==> src/rtl/kbs_pkg.sv <==
`timescale 1ns / 1ps
// ----------------------------------------------------------------------------
// kbs_pkg: shared types, constants and functions
// Reset values, register codes, CORDIC constants and saturation helper for
// the kinematic bicycle step unit.
// ----------------------------------------------------------------------------
package kbs_pkg;

    localparam int ANGLE_BITS_DEF = 16;
    localparam int TRIG_ITER_DEF  = 16;

    localparam int MUL_W      = 32;
    localparam int DIV_DVD_W  = 56;
    localparam int DIV_DVS_W  = 32;
    localparam int IN_DATA_W  = 32;
    localparam int OUT_DATA_W = 120;

    localparam logic [15:0] TIME_STEP_RST = 16'd6554;
    localparam logic [15:0] WHEELBASE_RST = 16'd640;
    localparam logic [15:0] FRICTION_RST  = 16'd256;
    localparam logic [7:0]  TIMEOUT_RST   = 8'd10;

    localparam logic [7:0] CFG_TIME_STEP = 8'd0;
    localparam logic [7:0] CFG_WHEELBASE = 8'd1;
    localparam logic [7:0] CFG_FRICTION  = 8'd2;
    localparam logic [7:0] CFG_TIMEOUT   = 8'd3;

    localparam logic signed [33:0] CORDIC_GAIN  = 34'sd652032874;
    localparam logic signed [31:0] INV_TWO_PI   = 32'sd683565276;
    localparam logic signed [15:0] STEER_LIMIT  = 16'sd16000;
    localparam logic signed [33:0] QUARTER_TURN = 34'sd1073741824;
    localparam logic signed [33:0] HALF_TURN    = 34'sd2147483648;

    typedef logic signed [31:0] t_q16;

    // atan(2^-i) in units of 2^32 per turn
    function automatic logic signed [33:0] atan_turn(input logic [4:0] idx);
        logic signed [33:0] v;
        case (idx)
            5'd0:  v = 34'sh020000000;
            5'd1:  v = 34'sh012E4051E;
            5'd2:  v = 34'sh009FB385B;
            5'd3:  v = 34'sh0051111D4;
            5'd4:  v = 34'sh0028B0D43;
            5'd5:  v = 34'sh00145D7E1;
            5'd6:  v = 34'sh000A2F61E;
            5'd7:  v = 34'sh000517C55;
            5'd8:  v = 34'sh00028BE53;
            5'd9:  v = 34'sh000145F2F;
            5'd10: v = 34'sh0000A2F98;
            5'd11: v = 34'sh0000517CC;
            5'd12: v = 34'sh000028BE6;
            5'd13: v = 34'sh0000145F3;
            5'd14: v = 34'sh00000A2FA;
            5'd15: v = 34'sh00000517D;
            5'd16: v = 34'sh0000028BE;
            5'd17: v = 34'sh00000145F;
            5'd18: v = 34'sh000000A30;
            5'd19: v = 34'sh000000518;
            5'd20: v = 34'sh00000028C;
            5'd21: v = 34'sh000000146;
            5'd22: v = 34'sh0000000A3;
            5'd23: v = 34'sh000000051;
            default: v = 34'sd0;
        endcase
        return v;
    endfunction

    function automatic t_q16 sat32(input logic signed [34:0] v);
        t_q16 r;
        if (v > 35'sd2147483647) begin
            r = 32'sh7FFFFFFF;
        end else if (v < -35'sd2147483648) begin
            r = 32'sh80000000;
        end else begin
            r = v[31:0];
        end
        return r;
    endfunction

endpackage

==> src/rtl/kinematic_bicycle_step_unit.sv <==
`timescale 1ns / 1ps
// ----------------------------------------------------------------------------
// kinematic_bicycle_step_unit: fixed-point kinematic bicycle pose integrator
// Command transactions latch acceleration and steering; tick transactions
// integrate speed, position and heading by one time step.
// ----------------------------------------------------------------------------
// Every input transaction produces exactly one output transaction carrying the
// pose after it. A command transaction (tuser = 0) is accepted in the idle
// state and then loads the output register. A tick transaction (tuser = 1)
// runs a sequencer over one shared bit-serial 32x32 multiplier (a start, one
// step per multiplier bit and a done for each product; seven products), one
// shared iterative CORDIC (run twice) and one restoring divider (run twice).
// One transaction is worked on at a time; the finished result sits in an
// output register, so the upstream side sees ready again once that register
// is loaded. A stalled output register holds the final step and adds its
// stall cycles.
// Configuration writes are always ready and must only be issued while the
// unit is idle.
// ----------------------------------------------------------------------------
module kinematic_bicycle_step_unit
    import kbs_pkg::*;
#(
    parameter int ANGLE_BITS      = ANGLE_BITS_DEF,
    parameter int TRIG_ITERATIONS = TRIG_ITER_DEF
) (
    input  logic                  i_clk,
    input  logic                  i_rst_n,
    // input stream
    input  logic                  i_s_axis_tvalid,
    output logic                  o_s_axis_tready,
    input  logic [IN_DATA_W-1:0]  i_s_axis_tdata,  // acc_command[15:0], steer_command[30:16]
    input  logic                  i_s_axis_tuser,  // mode[0]
    // output stream
    output logic                  o_m_axis_tvalid,
    input  logic                  i_m_axis_tready,
    // pos_x[31:0], pos_y[63:32], heading[79:64], speed[111:80], commands_stale[112]
    output logic [OUT_DATA_W-1:0] o_m_axis_tdata,
    // configuration write channel
    input  logic                  i_cfg_valid,
    output logic                  o_cfg_ready,
    input  logic [7:0]            i_cfg_index,
    input  logic [15:0]           i_cfg_data
);
    localparam int ITER_W = $clog2(TRIG_ITERATIONS + 1);

    localparam logic [3:0] ST_IDLE = 4'd0;
    localparam logic [3:0] ST_ACC  = 4'd1;
    localparam logic [3:0] ST_FRIC = 4'd2;
    localparam logic [3:0] ST_DIST = 4'd3;
    localparam logic [3:0] ST_COR1 = 4'd4;
    localparam logic [3:0] ST_MULX = 4'd5;
    localparam logic [3:0] ST_MULY = 4'd6;
    localparam logic [3:0] ST_COR2 = 4'd7;
    localparam logic [3:0] ST_DIV1 = 4'd8;
    localparam logic [3:0] ST_MULT = 4'd9;
    localparam logic [3:0] ST_DIV2 = 4'd10;
    localparam logic [3:0] ST_MULK = 4'd11;
    localparam logic [3:0] ST_DONE = 4'd12;

    // configuration
    logic [15:0] r_time_step, r_wheelbase, r_friction;
    logic [7:0]  r_timeout;

    // architectural state
    t_q16                  r_x, n_x, r_y, n_y, r_v, n_v;
    logic [ANGLE_BITS-1:0] r_yaw, n_yaw;
    logic [15:0]           r_hacc, n_hacc;
    logic [14:0]           r_hst, n_hst;
    logic [7:0]            r_tsc, n_tsc;

    // sequencer and working registers
    logic [3:0]         r_state, n_state;
    logic               r_go, n_go;
    t_q16               r_d, n_d, r_c, n_c, r_s, n_s, r_t, n_t, r_rad, n_rad;
    logic               r_neg, n_neg;
    logic [DIV_DVD_W-1:0] r_dvd, n_dvd;
    logic signed [33:0] r_cx, n_cx, r_cy, n_cy, r_cz, n_cz;
    logic [ITER_W-1:0]  r_ci, n_ci;
    logic               r_flip, n_flip;

    // output register
    logic                  r_ov, n_ov;
    logic [OUT_DATA_W-1:0] r_odata, n_odata;

    // shared arithmetic units
    logic                   mul_start, mul_done;
    logic signed [MUL_W-1:0]   mul_a, mul_b;
    logic signed [2*MUL_W-1:0] mul_p;
    logic                   div_start, div_done;
    logic [DIV_DVD_W-1:0]   div_dvd, div_q;
    logic [DIV_DVS_W-1:0]   div_dvs;

    kbs_serial_mul #(.W(MUL_W)) u_mul (
        .i_clk     (i_clk),
        .i_rst_n   (i_rst_n),
        .i_start   (mul_start),
        .i_a       (mul_a),
        .i_b       (mul_b),
        .o_done    (mul_done),
        .o_product (mul_p)
    );

    kbs_serial_div #(.DVD_W(DIV_DVD_W), .DVS_W(DIV_DVS_W)) u_div (
        .i_clk      (i_clk),
        .i_rst_n    (i_rst_n),
        .i_start    (div_start),
        .i_dividend (div_dvd),
        .i_divisor  (div_dvs),
        .o_done     (div_done),
        .o_quotient (div_q)
    );

    // input unpacking
    logic        w_mode;
    logic [15:0] w_acc_cmd;
    logic [14:0] w_steer_cmd;
    logic        w_in_xfer;
    assign w_mode      = i_s_axis_tuser;
    assign w_acc_cmd   = i_s_axis_tdata[15:0];
    assign w_steer_cmd = i_s_axis_tdata[30:16];
    assign o_s_axis_tready = (r_state == ST_IDLE);
    assign w_in_xfer   = i_s_axis_tvalid && o_s_axis_tready;

    assign o_cfg_ready     = 1'b1;
    assign o_m_axis_tvalid = r_ov;
    assign o_m_axis_tdata  = r_odata;

    // heading: top 16 bits of the yaw angle
    logic [15:0] w_heading;
    generate
        if (ANGLE_BITS >= 16) begin : g_head_shr
            assign w_heading = r_yaw[ANGLE_BITS-1 -: 16];
        end else begin : g_head_shl
            assign w_heading = {r_yaw, {(16-ANGLE_BITS){1'b0}}};
        end
    endgenerate

    // clamped steering, as a signed 16-bit binary angle
    logic signed [15:0] w_st_ext, w_st_clamp;
    always_comb begin
        w_st_ext = 16'(signed'(r_hst));
        if (w_st_ext > STEER_LIMIT) begin
            w_st_clamp = STEER_LIMIT;
        end else if (w_st_ext < -STEER_LIMIT) begin
            w_st_clamp = -STEER_LIMIT;
        end else begin
            w_st_clamp = w_st_ext;
        end
    end

    // CORDIC: start angle for the current pass and one rotation step
    logic [31:0]        w_ang;
    logic signed [33:0] w_za, w_z0;
    logic               w_flip0;
    logic signed [33:0] w_sx, w_sy, w_at;
    logic signed [33:0] w_nx, w_ny, w_nz;
    logic signed [33:0] w_cres, w_sres;
    always_comb begin
        if (r_state == ST_COR1) begin
            w_ang = {r_yaw, {(32-ANGLE_BITS){1'b0}}};
        end else begin
            w_ang = {w_st_clamp, 16'h0000};
        end
        w_za = 34'(signed'(w_ang));
        if (w_za > QUARTER_TURN) begin
            w_z0    = w_za - HALF_TURN;
            w_flip0 = 1'b1;
        end else if (w_za < -QUARTER_TURN) begin
            w_z0    = w_za + HALF_TURN;
            w_flip0 = 1'b1;
        end else begin
            w_z0    = w_za;
            w_flip0 = 1'b0;
        end
        w_sx = r_cx >>> r_ci;
        w_sy = r_cy >>> r_ci;
        w_at = atan_turn(5'(r_ci));
        if (r_cz >= 0) begin
            w_nx = r_cx - w_sy;
            w_ny = r_cy + w_sx;
            w_nz = r_cz - w_at;
        end else begin
            w_nx = r_cx + w_sy;
            w_ny = r_cy - w_sx;
            w_nz = r_cz + w_at;
        end
        w_cres = r_flip ? -r_cx : r_cx;
        w_sres = r_flip ? -r_cy : r_cy;
    end

    // datapath helpers fed from the multiplier and divider results
    logic signed [32:0]   w_dv;
    logic [23:0]          w_fric;
    logic signed [32:0]   w_fric_dn, w_fric_up;
    logic signed [33:0]   w_pos_inc;
    logic [7:0]           w_tsc_inc;
    logic [31:0]          w_abs_s, w_q32;
    logic signed [63:0]   w_abs_p;
    logic [15:0]          w_len;
    logic [30:0]          w_qc;
    t_q16                 w_sc_fix;
    always_comb begin
        w_dv      = mul_p[40:8];
        w_fric    = mul_p[31:8];
        w_fric_dn = 33'(r_v) - $signed({9'b0, w_fric});
        w_fric_up = 33'(r_v) + $signed({9'b0, w_fric});
        w_pos_inc = mul_p[63:30];
        w_tsc_inc = (r_tsc == 8'hFF) ? r_tsc : r_tsc + 8'd1;
        w_abs_s   = r_s[31] ? 32'(-r_s) : 32'(r_s);
        w_q32     = div_q[31:0];
        w_abs_p   = mul_p[63] ? -mul_p : mul_p;
        w_len     = (r_wheelbase == 16'd0) ? 16'd1 : r_wheelbase;
        w_qc      = (|div_q[DIV_DVD_W-1:31]) ? 31'h7FFFFFFF : div_q[30:0];
        w_sc_fix  = ($signed(w_cres[31:0]) <= 32'sd0) ? 32'sd1 : w_cres[31:0];
    end

    // sequencer
    always_comb begin
        n_state = r_state;
        n_go    = r_go;
        n_x     = r_x;
        n_y     = r_y;
        n_v     = r_v;
        n_yaw   = r_yaw;
        n_hacc  = r_hacc;
        n_hst   = r_hst;
        n_tsc   = r_tsc;
        n_d     = r_d;
        n_c     = r_c;
        n_s     = r_s;
        n_t     = r_t;
        n_rad   = r_rad;
        n_neg   = r_neg;
        n_dvd   = r_dvd;
        n_cx    = r_cx;
        n_cy    = r_cy;
        n_cz    = r_cz;
        n_ci    = r_ci;
        n_flip  = r_flip;
        n_ov    = r_ov && !i_m_axis_tready;
        n_odata = r_odata;

        mul_start = 1'b0;
        mul_a     = '0;
        mul_b     = '0;
        div_start = 1'b0;
        div_dvd   = '0;
        div_dvs   = '0;

        // operand select for the shared units
        case (r_state)
            ST_ACC: begin
                mul_a = 32'(signed'(r_hacc));
                mul_b = 32'({16'h0000, r_time_step});
            end
            ST_FRIC: begin
                mul_a = 32'({16'h0000, r_friction});
                mul_b = 32'({16'h0000, r_time_step});
            end
            ST_DIST: begin
                mul_a = r_v;
                mul_b = 32'({16'h0000, r_time_step});
            end
            ST_MULX: begin
                mul_a = r_d;
                mul_b = r_c;
            end
            ST_MULY: begin
                mul_a = r_d;
                mul_b = r_s;
            end
            ST_MULT: begin
                mul_a = r_d;
                mul_b = r_t;
            end
            ST_MULK: begin
                mul_a = r_rad;
                mul_b = INV_TWO_PI;
            end
            ST_DIV1: begin
                div_dvd = DIV_DVD_W'({w_abs_s, 16'h0000});
                div_dvs = r_c;
            end
            ST_DIV2: begin
                div_dvd = r_dvd;
                div_dvs = DIV_DVS_W'(w_len);
            end
            default: begin
            end
        endcase

        case (r_state)
            ST_IDLE: begin
                if (w_in_xfer) begin
                    if (!w_mode) begin
                        // drive command: latch and restart the staleness count
                        n_hacc  = w_acc_cmd;
                        n_hst   = w_steer_cmd;
                        n_tsc   = 8'd0;
                        n_state = ST_DONE;
                    end else begin
                        n_tsc = w_tsc_inc;
                        if (w_tsc_inc > r_timeout) begin
                            n_hacc = 16'h0000;
                            n_hst  = 15'h0000;
                        end
                        n_state = ST_ACC;
                    end
                end
            end
            ST_ACC: begin
                if (!r_go) begin
                    mul_start = 1'b1;
                    n_go      = 1'b1;
                end else if (mul_done) begin
                    n_v     = sat32(35'(r_v) + 35'(w_dv));
                    n_go    = 1'b0;
                    n_state = ST_FRIC;
                end
            end
            ST_FRIC: begin
                if (!r_go) begin
                    mul_start = 1'b1;
                    n_go      = 1'b1;
                end else if (mul_done) begin
                    // coasting: pull toward zero without crossing it
                    if (r_hacc == 16'h0000) begin
                        if (r_v > 0) begin
                            n_v = (w_fric_dn < 0) ? 32'sd0 : w_fric_dn[31:0];
                        end else if (r_v < 0) begin
                            n_v = (w_fric_up > 0) ? 32'sd0 : w_fric_up[31:0];
                        end
                    end
                    n_go    = 1'b0;
                    n_state = ST_DIST;
                end
            end
            ST_DIST: begin
                if (!r_go) begin
                    mul_start = 1'b1;
                    n_go      = 1'b1;
                end else if (mul_done) begin
                    n_d     = mul_p[47:16];
                    n_go    = 1'b0;
                    n_state = ST_COR1;
                end
            end
            ST_COR1, ST_COR2: begin
                if (!r_go) begin
                    n_cx   = CORDIC_GAIN;
                    n_cy   = '0;
                    n_cz   = w_z0;
                    n_flip = w_flip0;
                    n_ci   = '0;
                    n_go   = 1'b1;
                end else if (r_ci != ITER_W'(TRIG_ITERATIONS)) begin
                    n_cx = w_nx;
                    n_cy = w_ny;
                    n_cz = w_nz;
                    n_ci = r_ci + 1'b1;
                end else begin
                    n_s  = w_sres[31:0];
                    n_go = 1'b0;
                    if (r_state == ST_COR1) begin
                        n_c     = w_cres[31:0];
                        n_state = ST_MULX;
                    end else begin
                        n_c     = w_sc_fix;
                        n_state = ST_DIV1;
                    end
                end
            end
            ST_MULX: begin
                if (!r_go) begin
                    mul_start = 1'b1;
                    n_go      = 1'b1;
                end else if (mul_done) begin
                    n_x     = sat32(35'(r_x) + 35'(w_pos_inc));
                    n_go    = 1'b0;
                    n_state = ST_MULY;
                end
            end
            ST_MULY: begin
                if (!r_go) begin
                    mul_start = 1'b1;
                    n_go      = 1'b1;
                end else if (mul_done) begin
                    n_y     = sat32(35'(r_y) + 35'(w_pos_inc));
                    n_go    = 1'b0;
                    n_state = ST_COR2;
                end
            end
            ST_DIV1: begin
                // tangent in Q16, truncated toward zero
                if (!r_go) begin
                    div_start = 1'b1;
                    n_neg     = r_s[31];
                    n_go      = 1'b1;
                end else if (div_done) begin
                    n_t     = r_neg ? -w_q32 : w_q32;
                    n_go    = 1'b0;
                    n_state = ST_MULT;
                end
            end
            ST_MULT: begin
                if (!r_go) begin
                    mul_start = 1'b1;
                    n_go      = 1'b1;
                end else if (mul_done) begin
                    n_neg   = mul_p[63];
                    n_dvd   = w_abs_p[DIV_DVD_W-1:0];
                    n_go    = 1'b0;
                    n_state = ST_DIV2;
                end
            end
            ST_DIV2: begin
                // turn rate in radians Q24, clamped to the 32-bit range
                if (!r_go) begin
                    div_start = 1'b1;
                    n_go      = 1'b1;
                end else if (div_done) begin
                    n_rad   = r_neg ? -{1'b0, w_qc} : {1'b0, w_qc};
                    n_go    = 1'b0;
                    n_state = ST_MULK;
                end
            end
            ST_MULK: begin
                if (!r_go) begin
                    mul_start = 1'b1;
                    n_go      = 1'b1;
                end else if (mul_done) begin
                    // wrap: only the low angle bits of the scaled turn matter
                    n_yaw   = r_yaw + mul_p[55 -: ANGLE_BITS];
                    n_go    = 1'b0;
                    n_state = ST_DONE;
                end
            end
            ST_DONE: begin
                // hold until the output register is free
                if (!r_ov || i_m_axis_tready) begin
                    n_ov    = 1'b1;
                    n_odata = {7'b0, (r_tsc > r_timeout), r_v, w_heading, r_y, r_x};
                    n_state = ST_IDLE;
                end
            end
            default: begin
                n_state = ST_IDLE;
                n_go    = 1'b0;
            end
        endcase
    end

    always_ff @(posedge i_clk) begin
        if (!i_rst_n) begin
            r_state     <= ST_IDLE;
            r_go        <= 1'b0;
            r_ov        <= 1'b0;
            r_x         <= '0;
            r_y         <= '0;
            r_v         <= '0;
            r_yaw       <= '0;
            r_hacc      <= '0;
            r_hst       <= '0;
            r_tsc       <= '0;
            r_time_step <= TIME_STEP_RST;
            r_wheelbase <= WHEELBASE_RST;
            r_friction  <= FRICTION_RST;
            r_timeout   <= TIMEOUT_RST;
        end else begin
            r_state <= n_state;
            r_go    <= n_go;
            r_ov    <= n_ov;
            r_x     <= n_x;
            r_y     <= n_y;
            r_v     <= n_v;
            r_yaw   <= n_yaw;
            r_hacc  <= n_hacc;
            r_hst   <= n_hst;
            r_tsc   <= n_tsc;
            if (i_cfg_valid) begin
                case (i_cfg_index)
                    CFG_TIME_STEP: r_time_step <= i_cfg_data;
                    CFG_WHEELBASE: r_wheelbase <= i_cfg_data;
                    CFG_FRICTION:  r_friction  <= i_cfg_data;
                    CFG_TIMEOUT:   r_timeout   <= i_cfg_data[7:0];
                    default: begin
                    end
                endcase
            end
        end
    end

    // working registers, no reset needed
    always_ff @(posedge i_clk) begin
        r_d     <= n_d;
        r_c     <= n_c;
        r_s     <= n_s;
        r_t     <= n_t;
        r_rad   <= n_rad;
        r_neg   <= n_neg;
        r_dvd   <= n_dvd;
        r_cx    <= n_cx;
        r_cy    <= n_cy;
        r_cz    <= n_cz;
        r_ci    <= n_ci;
        r_flip  <= n_flip;
        r_odata <= n_odata;
    end

endmodule

==> src/rtl/kbs_serial_mul.sv <==
`timescale 1ns / 1ps
// ----------------------------------------------------------------------------
// kbs_serial_mul: bit-serial signed multiplier
// Consumes one multiplier bit per cycle, LSB first; the sign bit carries
// negative weight. Result valid on the done pulse.
// ----------------------------------------------------------------------------
module kbs_serial_mul
    import kbs_pkg::*;
#(
    parameter int W = MUL_W
) (
    input  logic                  i_clk,
    input  logic                  i_rst_n,
    input  logic                  i_start,
    input  logic signed [W-1:0]   i_a,
    input  logic signed [W-1:0]   i_b,
    output logic                  o_done,
    output logic signed [2*W-1:0] o_product
);
    localparam int CNT_W = $clog2(W);

    logic signed [W-1:0] r_a;
    logic signed [W:0]   r_hi;
    logic [W-1:0]        r_lo;
    logic [CNT_W-1:0]    r_cnt;
    logic                r_busy, r_done;

    logic                w_last;
    logic signed [W+1:0] w_addend, w_sum;

    assign w_last = (r_cnt == CNT_W'(W - 1));

    always_comb begin
        if (!r_lo[0]) begin
            w_addend = '0;
        end else if (w_last) begin
            w_addend = -((W+2)'(r_a));
        end else begin
            w_addend = (W+2)'(r_a);
        end
        w_sum = (W+2)'(r_hi) + w_addend;
    end

    always_ff @(posedge i_clk) begin
        if (!i_rst_n) begin
            r_busy <= 1'b0;
            r_done <= 1'b0;
            r_cnt  <= '0;
        end else begin
            r_done <= r_busy && w_last;
            if (i_start) begin
                r_busy <= 1'b1;
                r_cnt  <= '0;
            end else if (r_busy) begin
                r_cnt <= r_cnt + 1'b1;
                if (w_last) begin
                    r_busy <= 1'b0;
                end
            end
        end
    end

    always_ff @(posedge i_clk) begin
        if (i_start) begin
            r_a  <= i_a;
            r_hi <= '0;
            r_lo <= i_b;
        end else if (r_busy) begin
            r_hi <= w_sum[W+1:1];
            r_lo <= {w_sum[0], r_lo[W-1:1]};
        end
    end

    assign o_done    = r_done;
    assign o_product = {r_hi[W-1:0], r_lo};

endmodule

==> src/rtl/kbs_serial_div.sv <==
`timescale 1ns / 1ps
// ----------------------------------------------------------------------------
// kbs_serial_div: restoring unsigned divider
// One quotient bit per cycle, MSB first. Quotient valid on the done pulse.
// ----------------------------------------------------------------------------
module kbs_serial_div
    import kbs_pkg::*;
#(
    parameter int DVD_W = DIV_DVD_W,
    parameter int DVS_W = DIV_DVS_W
) (
    input  logic             i_clk,
    input  logic             i_rst_n,
    input  logic             i_start,
    input  logic [DVD_W-1:0] i_dividend,
    input  logic [DVS_W-1:0] i_divisor,
    output logic             o_done,
    output logic [DVD_W-1:0] o_quotient
);
    localparam int CNT_W = $clog2(DVD_W);

    logic [DVS_W:0]   r_rem;
    logic [DVD_W-1:0] r_q;
    logic [DVS_W-1:0] r_dvs;
    logic [CNT_W-1:0] r_cnt;
    logic             r_busy, r_done;

    logic             w_last;
    logic [DVS_W:0]   w_rem_sh;
    logic [DVS_W+1:0] w_diff;

    assign w_last   = (r_cnt == CNT_W'(DVD_W - 1));
    assign w_rem_sh = {r_rem[DVS_W-1:0], r_q[DVD_W-1]};
    assign w_diff   = {1'b0, w_rem_sh} - {2'b00, r_dvs};

    always_ff @(posedge i_clk) begin
        if (!i_rst_n) begin
            r_busy <= 1'b0;
            r_done <= 1'b0;
            r_cnt  <= '0;
        end else begin
            r_done <= r_busy && w_last;
            if (i_start) begin
                r_busy <= 1'b1;
                r_cnt  <= '0;
            end else if (r_busy) begin
                r_cnt <= r_cnt + 1'b1;
                if (w_last) begin
                    r_busy <= 1'b0;
                end
            end
        end
    end

    always_ff @(posedge i_clk) begin
        if (i_start) begin
            r_rem <= '0;
            r_q   <= i_dividend;
            r_dvs <= i_divisor;
        end else if (r_busy) begin
            if (!w_diff[DVS_W+1]) begin
                r_rem <= w_diff[DVS_W:0];
                r_q   <= {r_q[DVD_W-2:0], 1'b1};
            end else begin
                r_rem <= w_rem_sh;
                r_q   <= {r_q[DVD_W-2:0], 1'b0};
            end
        end
    end

    assign o_done     = r_done;
    assign o_quotient = r_q;

endmodule
==> config.mk <==
export PLATFORM = sky130hd
export DESIGN_NAME = kinematic_bicycle_step_unit
export DESIGN_NICKNAME = d
export VERILOG_FILES = /design/src/rtl/kbs_pkg.sv /design/src/rtl/kinematic_bicycle_step_unit.sv /design/src/rtl/kbs_serial_mul.sv /design/src/rtl/kbs_serial_div.sv
export SDC_FILE = /design/constraint.sdc
export NUM_CORES = 2
export LEC_CHECK = 0
export ABC_AREA = 1
export BUFFER_PORTS_ARGS = -buffer_cell sky130_fd_sc_hd__clkbuf_2
export CAP_MARGIN = 20
export CORE_ASPECT_RATIO = 1.75
export CORE_UTILIZATION = 45
export DETAILED_ROUTE_END_ITERATION = 10
export GPL_ROUTABILITY_DRIVEN = 0
export GPL_TIMING_DRIVEN = 0
export PLACE_DENSITY = 0.62
export SYNTH_ARGS = -nofsm -noshare
export SYNTH_HDL_FRONTEND = slang
export SYNTH_SLANG_ARGS = --single-unit
==> constraint.sdc <==
create_clock -name i_clk -period 7.6 [get_ports i_clk]
set_input_delay 0 -clock i_clk [delete_from_list [all_inputs] [get_ports i_clk]]
set_output_delay 0 -clock i_clk [all_outputs]
set_load 0.03 [all_outputs]
==> flow_summary.yaml <==
die:
  core-area_mm2: 0.145
  initial_core_util: 0.454
  ios: 185
  die_x_um: 292
  dieArea_mm2: 0.148
  core.rowCount: 185
  die-height_um: 509
synthesis:
  ys.warnings.count: 0
  synthCells: 9159
  synth_mux_area_frac: 0.000322
  synth_adder_area_share: 0.0682
  avgSynthCellArea_um2: 7.21
  ys.flop_type: "edfxtp_1"
  synth_xor_area_frac: 0.0550
  ys_ff_latch: 913
  synthSimpleGateAreaFrac: 0.255
  async_reset_ff_frac: 0
  syn-cell-area_mm2: 0.0660
  synth.distinct_cells: 73
  synth_top_family_by_area: "simple AND/OR/NAND/NOR gates"
  yosysSeqAreaShare: 0.366
  synth_compound_area_frac: 0.170
  synth_edf_count: 590
clock_tree:
  cts.sinks: 913
  post_cts_resized: 0
  cts_tree: "done"
  clock_latency_ps: 750
  hold_buffers: 89
  htree_levels: 3
  clkTransAtPathRegs_ps: 70
  post_cts_buffers: 0
  cts_root_buffer: "clkbuf_16"
  cts_made_buffers: 93
  cts_buffer_depth: 3
power:
  seq_power_share: 0.292
  p_sw_mw: 12.9
  cellPowerDensity_mw_per_mm2: 354
  p_comb_frac: 0.522
  p_int_mw: 13.2
  p_clk_frac: 0.186
  ir_drop_uv: 210
  power.leakage_nw: 32.1
  switching_share: 0.495
  power_mw: 26.1
detailed_routing:
  met3WireLength_mm: 23.7
  highest_layer: "met5"
  drc: 2
  wirelength_met1_mm: 92.1
  vias: 68000
  post_drt_wl_per_cell_um: 24.5
  viasPerCell: 5.91
  routed_wirelength_mm: 282
  dr_wl_met2_mm: 131
  drt_iter0_drc: 7300
  ant_nets: 0
  dr.pass1.iters: 11
placed_design:
  dp.cells: 11200
  postPlaceCellArea_mm2: 0.0697
  post-place-ws_ps: 1660
  port_buffers: 174
  dp_hpwl_mm: 220
layout:
  final_common_cell: "nand2_1"
  area_growth_pct: 11.8
  design_area_mm2: 0.0738
  fin_nets: 9970
  final_util: 0.508
  final_cell_mix: "nand2_1 (2,083), inv_1 (1,061), nor2_1 (944)"
  final_cell_count_no_fill: 11500
  drive_above_1_share: 0.0621
global_routing:
  grt_max_degree: 80
  overflow: 0
  track_usage: 0.373
  grt_pass1_wl_mm: 409
  grt_pass1_vias: 64600
  antenna_found_initial: 19
sta:
  finalCriticalPeriod_ps: 6340
  rsz0062_at_grt: "false"
  slew_headroom: 0.187
  timing.setup.tns_ps: 0
  setup_ws_ps: 1260
  hold_slack_ps: 76.8
  slew_viol_final: 0
  fmax_ghz: 0.158
  hold_viol_final: 0
  worst_slew_pin_slew_ps: 1220
  setup_viol: 0
  fin_worst_skew_ps: 51.1
  finalCritPeriodShare: 0.835
setup_path:
  worst_path_max_delay_cell: "edfxtp_1"
  endpoint_kind: "flip-flop"
  path_max_fanout: 10
  required_ps: 8190
  arrival_ps: 6940
  critPathLaunchType: "flip-flop"
  cpMostUsedCell: "nand2_1"
  crit_type: "reg2reg"
  cpPeakStageDelay_ps: 600
job:
  drv_cap: 0
run_status:
  status: "finished, violations left"
  violations: "design-rule violations"
min_path:
  min_path_type: "in2reg"
[path summary, 6_finish.rpt]
kind	from	depth (start not counted)	to	slack (ps)
max	r_ci[1]$_SDFFCE_PN0P_	31	r_cy[23]$_SDFFCE_PN0P_	1260
min reg2reg	r_y[30]$_SDFFE_PN0P_	0	o_m_axis_tdata[62]$_DFFE_PP_	470
max reg2reg	r_ci[1]$_SDFFCE_PN0P_	31	r_cy[23]$_SDFFCE_PN0P_	1260
min	i_rst_n	4	r_x[12]$_SDFFE_PN0P_	80
[power by group through the flow]
stage | clock network (mW) | logic, mW | registers, mW
finish | 4.86 | 13.6 | 7.63
global route | 5.06 | 14.8 | 7.65
CTS | 4.89 | 13.0 | 7.56
detailed placement | 0 | 12.9 | 7.65
global placement | 0 | 12.7 | 7.70
floorplan | 0 | 8.98 | 7.19
[Yosys cell counts (27+ instances only)]
library cell	number	area [µm²]
or2_2	29	181
buf_2	77	385
a21o_1	30	225
o211ai_1	70	526
nand4_1	118	738
clkbuf_1	203	762
a22oi_1	32	240
nand3_1	561	2810
ha_1	344	4300
nand2_1	2084	7820
o21ai_0	706	3530
buf_1	27	101
edfxtp_1	590	17700
xor2_1	319	2790
nor4_1	57	357
a31oi_1	67	419
o21bai_1	38	285
a21oi_1	840	4200
nor2_1	949	3560
o21ai_1	57	285
xnor2_1	96	841
inv_1	1062	3990
dfxtp_1	323	6470
nor3_1	126	631
o21a_1	30	225
[kinds of logic after synthesis]
logic type	after synthesis
compound gates	2021
xor+xnor	415
fa+ha+maj	354
buf+inv	1427
flops	913
mux	2
other cells	2
simple gates	4025
[critical path, delay by kind of cell (launching register included)]
kind                       cells  cell delay [ps]
AOI/OAI and AO/OA              6             1400
xor gates and xnor gates       1              430
adders and majority gates      2              520
buffers and inverters          4              860
DFF                            1              600
and+or+nand+nor               18             2380
[per-layer routing]
layer | track usage | vias to the layer above
met5 | 0.000325 | -
met4 | 0.382 | 14
met3 | 0.0852 | 1475
met2 | 0.625 | 3764
met1 | 0.372 | 31100
li1 | - | 31600
[flip-flops by register name (all words and copies together) (netlist names), 33 cells and up]
signal / count
r_cx: 34
r_cz: 34
r_dvd: 56
r_cy: 34
u_div.o_quotient: 56
u_mul.r_hi: 33
o_m_axis_tdata: 113
[cell type report]
class                           count  area (µm²)
Sequential cell                   913       24200
Antenna cell                        8        20.0
Timing Repair Buffer              294        2230
Inverter                         1090        4100
Fill cell                       14400       71500
Clock buffer                      118        2530
Buffer                            337        1550
Multi-Input combinational cell   6825       36300
Clock inverter                     55         604
Tap cell                         1870        2340
Power figures use the tool's default switching activity.
